==> src/sv/jsu_pkg.sv <==
// shared types, character codes and helper functions for the json string unescaper
package jsu_pkg;

  // most result words one input word can cause, and the longest cut-short tail
  localparam int MaxRes    = 5;
  localparam int SeqLen    = 6;
  localparam int HoldDepth = 3;

  // character codes
  localparam logic [7:0] ChBslash = 8'h5C;
  localparam logic [7:0] ChQuote  = 8'h22;
  localparam logic [7:0] ChU      = 8'h75;
  localparam logic [7:0] ChB      = 8'h62;
  localparam logic [7:0] ChF      = 8'h66;
  localparam logic [7:0] ChN      = 8'h6E;
  localparam logic [7:0] ChR      = 8'h72;
  localparam logic [7:0] ChT      = 8'h74;
  localparam logic [7:0] CtlBs    = 8'h08;
  localparam logic [7:0] CtlFf    = 8'h0C;
  localparam logic [7:0] CtlLf    = 8'h0A;
  localparam logic [7:0] CtlCr    = 8'h0D;
  localparam logic [7:0] CtlTab   = 8'h09;

  // escape phase: idle, after backslash, after backslash-u with 0..3 chars held
  typedef enum logic [2:0] {
    PH_IDLE = 3'd0,
    PH_ESC  = 3'd1,
    PH_U0   = 3'd2,
    PH_U1   = 3'd3,
    PH_U2   = 3'd4,
    PH_U3   = 3'd5
  } phase_t;

  // one result word
  typedef struct packed {
    logic [7:0] data;
    logic       bad;
    logic       last;
  } res_t;

  // everything one input word settles
  typedef struct packed {
    res_t [MaxRes-1:0] res;
    logic [2:0]        cnt;
    phase_t            phase_nxt;
    logic              hold_we;
    logic [1:0]        hold_idx;
  } dec_t;

  // true for the seven short escape codes
  function automatic logic short_hit(input logic [7:0] c);
    logic hit;
    case (c)
      ChQuote, ChBslash, ChB, ChF, ChN, ChR, ChT: hit = 1'b1;
      default: hit = 1'b0;
    endcase
    return hit;
  endfunction

  // character that a short escape code stands for
  function automatic logic [7:0] short_map(input logic [7:0] c);
    logic [7:0] m;
    case (c)
      ChB:     m = CtlBs;
      ChF:     m = CtlFf;
      ChN:     m = CtlLf;
      ChR:     m = CtlCr;
      ChT:     m = CtlTab;
      default: m = c;
    endcase
    return m;
  endfunction

  // {is hex digit, digit value}
  function automatic logic [4:0] hex_val(input logic [7:0] c);
    logic [4:0] r;
    if (c inside {[8'h30:8'h39]}) begin
      r = {1'b1, 4'(c - 8'h30)};
    end else if (c inside {[8'h61:8'h66]}) begin
      r = {1'b1, 4'(c - 8'h57)};
    end else if (c inside {[8'h41:8'h46]}) begin
      r = {1'b1, 4'(c - 8'h37)};
    end else begin
      r = 5'd0;
    end
    return r;
  endfunction

endpackage

==> src/sv/jsu_decode.sv <==
// decode of one input byte against the escape phase into a list of result words
module jsu_decode (
  input  jsu_pkg::phase_t                     phase,
  input  logic [jsu_pkg::HoldDepth-1:0][7:0]  held,
  input  logic [7:0]                          c,
  input  logic                                last,
  output jsu_pkg::dec_t                       dec
);

  logic [jsu_pkg::SeqLen:0][7:0] seq;
  logic [2:0]                    len;
  logic [2:0]                    n;
  logic                          skip;
  logic [4:0]                    hv0, hv1, hv2, hv3;

  // hex digit values of the held chars and the closing char
  assign hv0 = jsu_pkg::hex_val(held[0]);
  assign hv1 = jsu_pkg::hex_val(held[1]);
  assign hv2 = jsu_pkg::hex_val(held[2]);
  assign hv3 = jsu_pkg::hex_val(c);

  always_comb begin
    dec           = '0;
    dec.phase_nxt = jsu_pkg::PH_IDLE;
    seq           = '0;
    len           = 3'd0;
    n             = 3'd0;
    skip          = 1'b0;

    if (phase == jsu_pkg::PH_U3) begin
      // fourth char after backslash-u: value of the leading hex digits, low byte; bad if none
      n = 3'd1;
      if (hv0[4] && hv1[4] && hv2[4] && hv3[4]) begin
        dec.res[0].data = {hv2[3:0], hv3[3:0]};
      end else if (hv0[4] && hv1[4] && hv2[4]) begin
        dec.res[0].data = {hv1[3:0], hv2[3:0]};
      end else if (hv0[4] && hv1[4]) begin
        dec.res[0].data = {hv0[3:0], hv1[3:0]};
      end else if (hv0[4]) begin
        dec.res[0].data = {4'd0, hv0[3:0]};
      end else begin
        dec.res[0].bad = 1'b1;
      end
    end else if (last) begin
      // end of string: pending escape text goes out, short codes still apply
      case (phase)
        jsu_pkg::PH_ESC: begin
          seq[0] = jsu_pkg::ChBslash; seq[1] = c; len = 3'd2;
        end
        jsu_pkg::PH_U0: begin
          seq[0] = jsu_pkg::ChBslash; seq[1] = jsu_pkg::ChU; seq[2] = c; len = 3'd3;
        end
        jsu_pkg::PH_U1: begin
          seq[0] = jsu_pkg::ChBslash; seq[1] = jsu_pkg::ChU; seq[2] = held[0];
          seq[3] = c; len = 3'd4;
        end
        jsu_pkg::PH_U2: begin
          seq[0] = jsu_pkg::ChBslash; seq[1] = jsu_pkg::ChU; seq[2] = held[0];
          seq[3] = held[1]; seq[4] = c; len = 3'd5;
        end
        default: begin
          seq[0] = c; len = 3'd1;
        end
      endcase
      for (int i = 0; i < jsu_pkg::SeqLen; i++) begin
        if (3'(i) < len) begin
          if (skip) begin
            skip = 1'b0;
          end else if (3'(i) == len - 3'd1) begin
            dec.res[n].data = seq[i];
            n = n + 3'd1;
          end else if (seq[i] == jsu_pkg::ChBslash && jsu_pkg::short_hit(seq[i+1])) begin
            dec.res[n].data = jsu_pkg::short_map(seq[i+1]);
            n = n + 3'd1;
            skip = 1'b1;
          end else begin
            dec.res[n].data = seq[i];
            n = n + 3'd1;
          end
        end
      end
    end else begin
      case (phase)
        // after a backslash
        jsu_pkg::PH_ESC: begin
          if (jsu_pkg::short_hit(c)) begin
            dec.res[0].data = jsu_pkg::short_map(c);
            n = 3'd1;
          end else if (c == jsu_pkg::ChU) begin
            dec.phase_nxt = jsu_pkg::PH_U0;
          end else if (c == jsu_pkg::ChBslash) begin
            dec.res[0].data = jsu_pkg::ChBslash;
            n = 3'd1;
            dec.phase_nxt = jsu_pkg::PH_ESC;
          end else begin
            dec.res[0].data = jsu_pkg::ChBslash;
            dec.res[1].data = c;
            n = 3'd2;
          end
        end
        // collecting hex chars
        jsu_pkg::PH_U0, jsu_pkg::PH_U1, jsu_pkg::PH_U2: begin
          dec.hold_we   = 1'b1;
          dec.hold_idx  = 2'(phase - jsu_pkg::PH_U0);
          dec.phase_nxt = jsu_pkg::phase_t'(phase + 3'd1);
        end
        default: begin
          if (c == jsu_pkg::ChBslash) begin
            dec.phase_nxt = jsu_pkg::PH_ESC;
          end else begin
            dec.res[0].data = c;
            n = 3'd1;
          end
        end
      endcase
    end

    // count and end-of-string mark on the final word
    dec.cnt = n;
    if (last && n != 3'd0) begin
      dec.res[n - 3'd1].last = 1'b1;
    end
  end

endmodule

==> src/sv/jsu_outq.sv <==
// pending result list and output register, one result word out per unstalled cycle
module jsu_outq (
  input  logic                                 clk,
  input  logic                                 rst_n,
  input  logic                                 load,
  input  jsu_pkg::res_t [jsu_pkg::MaxRes-1:0]  res,
  input  logic [2:0]                           cnt,
  output logic                                 ready,
  output logic                                 out_tvalid,
  input  logic                                 out_tready,
  output logic [7:0]                           out_tdata,
  output logic                                 out_tlast,
  output logic [0:0]                           out_tuser
);

  jsu_pkg::res_t [jsu_pkg::MaxRes-1:0] pend_r, pend_nxt;
  logic [2:0]                          cnt_r, cnt_nxt;
  jsu_pkg::res_t                       oreg_r, oreg_nxt;
  logic                                ovld_r, ovld_nxt;
  logic                                take;

  // output register frees when empty or taken; input may load as the list runs dry
  assign take  = !ovld_r || out_tready;
  assign ready = (cnt_r == 3'd0) || (cnt_r == 3'd1 && take);

  // list shift and reload
  always_comb begin
    pend_nxt = pend_r;
    cnt_nxt  = cnt_r;
    oreg_nxt = oreg_r;
    ovld_nxt = ovld_r;
    if (take) begin
      if (cnt_r != 3'd0) begin
        oreg_nxt = pend_r[0];
        ovld_nxt = 1'b1;
        pend_nxt = {jsu_pkg::res_t'('0), pend_r[jsu_pkg::MaxRes-1:1]};
        cnt_nxt  = cnt_r - 3'd1;
      end else begin
        ovld_nxt = 1'b0;
      end
    end
    if (load) begin
      pend_nxt = res;
      cnt_nxt  = cnt;
    end
  end

  // control registers
  always_ff @(posedge clk) begin
    if (!rst_n) begin
      cnt_r  <= 3'd0;
      ovld_r <= 1'b0;
    end else begin
      cnt_r  <= cnt_nxt;
      ovld_r <= ovld_nxt;
    end
  end

  // payload registers
  always_ff @(posedge clk) begin
    pend_r <= pend_nxt;
    oreg_r <= oreg_nxt;
  end

  assign out_tvalid = ovld_r;
  assign out_tdata  = oreg_r.data;
  assign out_tlast  = oreg_r.last;
  assign out_tuser  = oreg_r.bad;

endmodule

==> src/sv/json_string_unescape_top.sv <==
// top level of the json string unescaper: escape state, decode and output queue
//
//  channel | dir | tdata (low bit up) | tlast         | tuser
//  in_     | in  | [7:0] in_byte      | in_last       | -
//  out_    | out | [7:0] out_byte     | out_last      | [0] bad_hex
//
//  an input word is decoded in the cycle it is accepted into a list of 0 to 5 result
//  words; the list drains through the output register at one word per cycle while
//  the output is not stalled, so a word with k results gives k output words, and a new input
//  word is taken each cycle while the list is empty or its one remaining result moves on
//  reset (rst_n low, synchronous) returns the escape phase to idle and empties the queue
//  out_tready low holds the output word and, while a result waits in the list, in_tready
module json_string_unescape_top (
  input  logic       clk,
  input  logic       rst_n,
  input  logic       in_tvalid,
  output logic       in_tready,
  input  logic [7:0] in_tdata,   // [7:0] in_byte
  input  logic       in_tlast,
  output logic       out_tvalid,
  input  logic       out_tready,
  output logic [7:0] out_tdata,  // [7:0] out_byte
  output logic       out_tlast,
  output logic [0:0] out_tuser   // [0] bad_hex
);

  jsu_pkg::phase_t                      phase_r, phase_nxt;
  logic [jsu_pkg::HoldDepth-1:0][7:0]   held_r, held_nxt;
  jsu_pkg::dec_t                        dec;
  logic                                 in_fire;

  assign in_fire = in_tvalid && in_tready;

  jsu_decode u_decode (
    .phase (phase_r),
    .held  (held_r),
    .c     (in_tdata),
    .last  (in_tlast),
    .dec   (dec)
  );

  jsu_outq u_outq (
    .clk        (clk),
    .rst_n      (rst_n),
    .load       (in_fire),
    .res        (dec.res),
    .cnt        (dec.cnt),
    .ready      (in_tready),
    .out_tvalid (out_tvalid),
    .out_tready (out_tready),
    .out_tdata  (out_tdata),
    .out_tlast  (out_tlast),
    .out_tuser  (out_tuser)
  );

  // escape state update on each accepted word
  always_comb begin
    phase_nxt = phase_r;
    held_nxt  = held_r;
    if (in_fire) begin
      phase_nxt = dec.phase_nxt;
      if (dec.hold_we) begin
        held_nxt[dec.hold_idx] = in_tdata;
      end
    end
  end

  always_ff @(posedge clk) begin
    if (!rst_n) begin
      phase_r <= jsu_pkg::PH_IDLE;
    end else begin
      phase_r <= phase_nxt;
    end
  end

  // held hex chars, written before read
  always_ff @(posedge clk) begin
    held_r <= held_nxt;
  end

endmodule

==> config.mk <==
export PLATFORM = sky130hd
export DESIGN_NAME = json_string_unescape_top
export DESIGN_NICKNAME = d
export VERILOG_FILES = /design/src/sv/jsu_pkg.sv /design/src/sv/jsu_decode.sv /design/src/sv/jsu_outq.sv /design/src/sv/json_string_unescape_top.sv
export SDC_FILE = /design/constraint.sdc
export NUM_CORES = 1
export LEC_CHECK = 0
export BUFFER_PORTS_ARGS = -buffer_cell sky130_fd_sc_hd__buf_2
export CORE_MARGIN = 1
export CORE_UTILIZATION = 40
export CTS_BUF_LIST = sky130_fd_sc_hd__clkbuf_8
export CTS_CLUSTER_DIAMETER = 200
export CTS_CLUSTER_SIZE = 12
export DETAILED_ROUTE_END_ITERATION = 8
export HOLD_SLACK_MARGIN = 0.08
export PLACE_DENSITY = 0.64
export SYNTH_ARGS = -nofsm -noshare
export SYNTH_HDL_FRONTEND = slang
export SYNTH_SLANG_ARGS = --single-unit
==> constraint.sdc <==
create_clock -name clk -period 7.9 [get_ports clk]
set_input_delay 2.37 -clock clk [delete_from_list [all_inputs] [get_ports clk]]
set_output_delay 2.37 -clock clk [all_outputs]
set_load 0.03 [all_outputs]
## Word-level counts from Yosys, hierarchy flattened

Index checks and enable logic that the tools add are counted.

- $add $sub $neg: 22
- Multiply operators: 0
- Div/mod/pow operators: 0
- Order comparisons: 44
- Equality and inequality tests: 47
- Shift operators: 0
- Mux-type cells: 242
- Bitwise gates (word level): 0
- Reductions and logical operators: 50

Operators by type and width:

| operator | number |
|---|---|
| $mux 50 | 30 |
| $bwmux 50 | 10 |
| $mux 8 | 52 |
| $eq 8x7->1 const B | 32 |
| $pmux 8 s5 | 5 |
| $demux 10 s3 | 6 |
| $mux 3 | 32 |
| $mux 1 | 71 |
| $ge 8x7->1 const B | 8 |
| $le 8x7->1 const B | 8 |
| $pmux 8 s2 | 4 |
| $mux 5 | 12 |
| $mux 10 | 5 |
| $eq 8x6->1 const B | 5 |
| $mux 40 | 1 |
| $reduce_or 7->1 | 5 |
| $ge 8x6->1 const B | 4 |
| $le 8x6->1 const B | 4 |
| $sub 4x3->4 const B | 8 |
| $logic_and 1x1->1 | 30 |
| $mux 30 | 1 |
| $bwmux 24 | 1 |
| $lt 3x4->1 const B | 6 |
| $add 3x1->3 const B | 6 |
| 32 further kinds | 59 |

- Bits in registers: 91
- Latch bits: 0
- RAM bits: 0
- Memory bits (read-only): 0
- Memories kept: 0

## Logic depth before layout (Yosys ltp)

- Word-level depth: 77
- Gate-level depth with buffers: 29

## Modules after synthesis

A second synthesis with hierarchy kept.

- Cell total of the unflattened synthesis: 889
- Area, all modules: 7903.8 µm²

By module, submodules not included:

| module | times used | cells each | area an instance (µm²) | sequential area each (µm²) |
|---|---|---|---|---|
| jsu_decode | 1 | 699 | 4418.0 | 0.0 |
| jsu_outq | 1 | 149 | 2608.8 | 1881.8 |
| json_string_unescape_top | 1 | 41 | 877.1 | 780.7 |

## Least setup slack after synthesis

Ideal clock, no wire load.

- Path type: input port to flip-flop
- From: input in_tdata[2]
- To: register u_outq.pend_r[30] (netlist name) (data pin)
- Data arrival time: 7.169 ns
- Slack: 0.578 ns
- Stages on the path: 24
- Cells stage by stage: buf_2 a211o_1 a211o_1 a2111oi_2 a21oi_2 nand3_1 ha_1 nor2_1 a31o_1 ha_1 nor3_1 nor2_1 ha_1 nand2_1 o31ai_4 ha_1 nor2_1 o21ai_0 o21ai_0 ha_1 ha_1 nor3_1 nand3b_1 o21ai_0

RTL lines:

| element | line | source |
|---|---|---|
| start, declared | json_string_unescape_top.sv:18 | `input logic [7:0] in_tdata,` |
| end signal, assigned | jsu_outq.sv:61 | `pend_r <= pend_nxt;` |
| end, declared | jsu_outq.sv:16 | `jsu_pkg::res_t [jsu_pkg::MaxRes-1:0] pend_r, pend_nxt;` |

==> flow_summary.rst <==
.. list-table::
   :header-rows: 1

   * - Metric
     - Value
   * - Outcome
     - finished clean
   * - Wire length of the first global-routing pass
     - slightly above 40 mm
   * - Clock root cell
     - clkbuf_8
   * - Max incr delay on CP
     - ~400 ps
   * - Post-synthesis cell area
     - a little under 8000 um^2
   * - Number of pins with negative max-slew slack in the final report
     - 0
   * - Final hold vios
     - 0
   * - Kind of capture point of the worst setup path
     - flop
   * - Share of layout cells above drive strength 1
     - about an eighth
   * - Count of input and output buffers
     - 24
   * - Critical path buffers and inverters
     - 1
   * - Pin count of the biggest net entering global routing
     - 52
   * - Final worst path period share
     - 92.2%
   * - Global routing usage summed across all routing layers
     - roughly 27%
   * - Max Clock Freq
     - around 140 MHz
   * - Final estimated routing congestion in global placement
     - just over 1
   * - Setup TNS
     - 0 ps
   * - H-Tree Level Count
     - 3
   * - First-pass detailed-route iteration total
     - 5
   * - Total Die Area
     - slightly below 20000 um^2
   * - Routed vias
     - around 7500
   * - Die Width
     - roughly 140 um
   * - Final Routed Wirelength
     - between 20 and 30 mm
   * - Arrival time of data at the critical path endpoint
     - 7510 ps
   * - Critical-path cell with the highest stage delay
     - a2111oi_2
   * - Placed cell area
     - roughly 8000 um^2
   * - Number of storage elements in the synthesis netlist
     - 87
   * - Fin nets
     - 950
   * - Die outline height
     - about 140 um
   * - CP delay by family, top
     - compound AO/OA/AOI/OAI gates
   * - Initial Util
     - between 40% and 50%
   * - Fin crit period
     - 7290 ps
   * - Data required, critical path
     - around 8000 ps
   * - Post-CTS Hold Buffers
     - 0
   * - Post CTS Setup Buffer Count
     - 0
   * - Synth Net Count
     - approximately 950
   * - Num CTS Buffers
     - 9
   * - CP most frequent cell
     - ha_1
   * - Number of max-cap violations
     - 0
   * - Total power divided by cell area
     - approximately 190 nW/um^2
   * - Clock insertion delay at the later pin of the skew report
     - around 380 ps
   * - Area of the placeable core
     - 18800 um^2
   * - Total number of placement rows
     - 50
   * - Clock input transition at the sequential cells of the worst setup and hold paths
     - 90 ps
   * - Layout Cell Area excl Fill
     - 8190 um^2
   * - Slack of the worst reg-to-reg path
     - around 1500 ps
   * - Via density per instance
     - approximately 6.5
   * - Number of distinct library cell variants in the gate-level netlist after synthesis
     - between 100 and 150
   * - Detailed-placement wirelength estimate
     - just under 20 mm
   * - Area Overhead vs Synth
     - 6.63%
   * - Ordered list of cells on the worst path
     - buf_2 > or2_2 > a211o_1 > a2111oi_2 > a21oi_2 > nand3_1 > ha_1 > nor2_1 > a31o_1 > ha_1 > nor3_1 > nor2_1 > ha_1 > nand2_1 > o31ai_4 > ha_1 > nor2_1 > o21ai_0 > o21ai_0 > ha_1 > ha_1 > nor3_1 > nand3b_1 > o21ai_0
   * - Predominant post-synthesis flop cell
     - edfxtp_1
   * - IO Count
     - 25
   * - Number of buffers on the longest clock path
     - 2
   * - Post-CTS Resized
     - 0
   * - Number of enable-type register cells in the synthesized netlist
     - 80
   * - Total of fill cells in the finished design
     - ~1900
   * - Unrepaired setup endpoints after global routing
     - no
   * - Clock sink count
     - 87
   * - Part of the Yosys area used for sequential elements
     - around a third
   * - Antenna violations before repair
     - 0
   * - Clock tree from TritonCTS
     - built
   * - Slew margin rel.
     - roughly 25%
   * - Synthesized area per cell
     - roughly 8.5 um^2
   * - Avg WL per Cell
     - around 23 um
   * - Slew at the pin with the worst max-slew slack
     - 1120 ps
   * - Post-synthesis async set-or-reset flop share
     - 0%
   * - Post-Synthesis Cells
     - 900
   * - Leakage power summed over all cells
     - between 2 and 3 nW
   * - Max rail drop VDD
     - between 0.0001 and 0.00015 V
   * - Via count of the first global-routing pass
     - just under 7000
   * - Detailed Route Iter0 Violations
     - between 1000 and 1500
   * - Type of the setup path with the least slack
     - in2reg
   * - Sort of element at the start of the critical path
     - input port
   * - Antenna-violating nets left
     - 0
   * - Global route overflow
     - 0
   * - DRC viols
     - 0
   * - Hold/Removal Path Class
     - reg2reg
   * - Setup violation total in the final timing report
     - 0
   * - Synthesis warning total
     - 0
   * - Worst Skew
     - 16.7 ps
   * - Worst-path maximum fanout
     - 9
==> cell families (layout without fill, tap and decap cells) <==
group / Yosys count / in the layout / synth area share, %
other: 0 / 1 / 0
XOR/XNOR: 14 / 14 / 1.69
AO/OA/AOI/OAI: 305 / 305 / 28.5
adder cells (fa/ha/maj): 34 / 34 / 5.54
buffers and inverters: 87 / 95 / 5.32
multiplexers: 19 / 19 / 2.64
flip-flops: 87 / 87 / 33.1
AND/OR/NAND/NOR: 354 / 354 / 23.2
==> layout make-up <==
class | count | area [um^2] | area share, %
antenna | 1 | 2.50 | 0.0305
clock buffer | 10 | 138 | 1.68
clock inverter | 6 | 45.0 | 0.550
inverter | 26 | 97.6 | 1.19
multi-input combinational | 726 | 4740 | 57.8
sequential | 87 | 2540 | 31.0
tap | 234 | 293 | 3.57
timing repair buffer | 53 | 338 | 4.12
==> metrics by stage <==
step / power (mW) / utilization (%) / std cells / hold WS (ps) / setup WS (ps)
after detailed placement: 1.25 / 42.7 / 1126 / 409 / 283
after global routing: 1.62 / 43.6 / 1142 / 435 / 347
after floorplan: 1.10 / - / 900 / 400 / 578
final: 1.54 / 43.7 / 1143 / 424 / 613
after global placement: 1.24 / 42.7 / 1126 / 401 / 485
after CTS: 1.54 / 43.6 / 1142 / 428 / 665
==> metal layers <==
layer / part of all wire [%] / track usage [%]
met2: 46 / 42.5
met1: 43 / 36.6
met4: 3.7 / 11.3
met3: 7.6 / 3.74
met5: 0 / 0
==> synthesized netlist by cell type (11+ instances only) <==
cell type	n	area share, %
mux2i_1	12	1.6
buf_2	12	0.78
a211oi_1	12	1.2
and2_1	13	1.1
o211ai_1	12	1.2
nand2_1	113	5.5
a22oi_1	12	1.2
edfxtp_1	80	31
nor2_1	78	3.8
ha_1	34	5.5
nor3_1	29	1.9
and3_1	13	1.1
o21ai_1	23	1.5
clkbuf_1	32	1.6
inv_1	25	1.2
o21ai_0	41	2.7
a21oi_1	66	4.3
nand3_1	31	2.0
a31oi_1	20	1.6
nor4_1	11	0.90
a221oi_1	14	1.6
==> power by group <==
group / switching (mW) / leakage (nW) / total, mW / internal (mW)
sequential: 0.0471 / 0.864 / 0.767 / 0.720
clock: 0.172 / 0.0960 / 0.297 / 0.125
combinational: 0.333 / 1.99 / 0.473 / 0.141
==> registers in the layout, indices dropped and copies added, names as in the netlist <==
register,cells
u_outq.out_tuser,1
u_outq.pend_r,46
u_outq.out_tvalid,1
phase_r,3
held_r,24
u_outq.cnt_r,3
u_outq.out_tlast,1
u_outq.out_tdata,8
==> worst register-to-register path, delay by kind of cell (launching register included) <==
| kind | cells | cell delay, ps |
|---|---|---|
| multiplexers | 1 | 430 |
| adder cells (fa/ha/maj) | 7 | 2230 |
| flip-flops | 1 | 450 |
| AND/OR/NAND/NOR | 9 | 1580 |
| buffers and inverters | 1 | 100 |
| AO/OA/AOI/OAI | 7 | 1520 |
==> final timing paths <==
kind | startpoint | endpoint | depth (start not counted)
hold / removal | u_outq.pend_r[6] | u_outq.out_tdata[4] | 0
setup reg to reg | phase_r[0] | u_outq.pend_r[30] | 25
hold reg to reg | u_outq.pend_r[6] | u_outq.out_tdata[4] | 0
setup / recovery | in_tdata[0] | u_outq.pend_r[30] | 24
==> layout by cell type, fill, tap and decap left out, types with 12 or more instances in the layout <==
cell,n
inv_1,26
and3_1,13
buf_4,29
edfxtp_1,80
nand3_1,31
buf_2,24
a31oi_1,20
o211ai_1,12
o21ai_1,23
a221oi_1,14
a22oi_1,12
mux2i_1,12
o21ai_0,41
nor3_1,28
nor2_1,78
and2_1,13
ha_1,34
a211oi_1,12
a21oi_1,66
nand2_1,113
(Power assumes the default switching activity.)
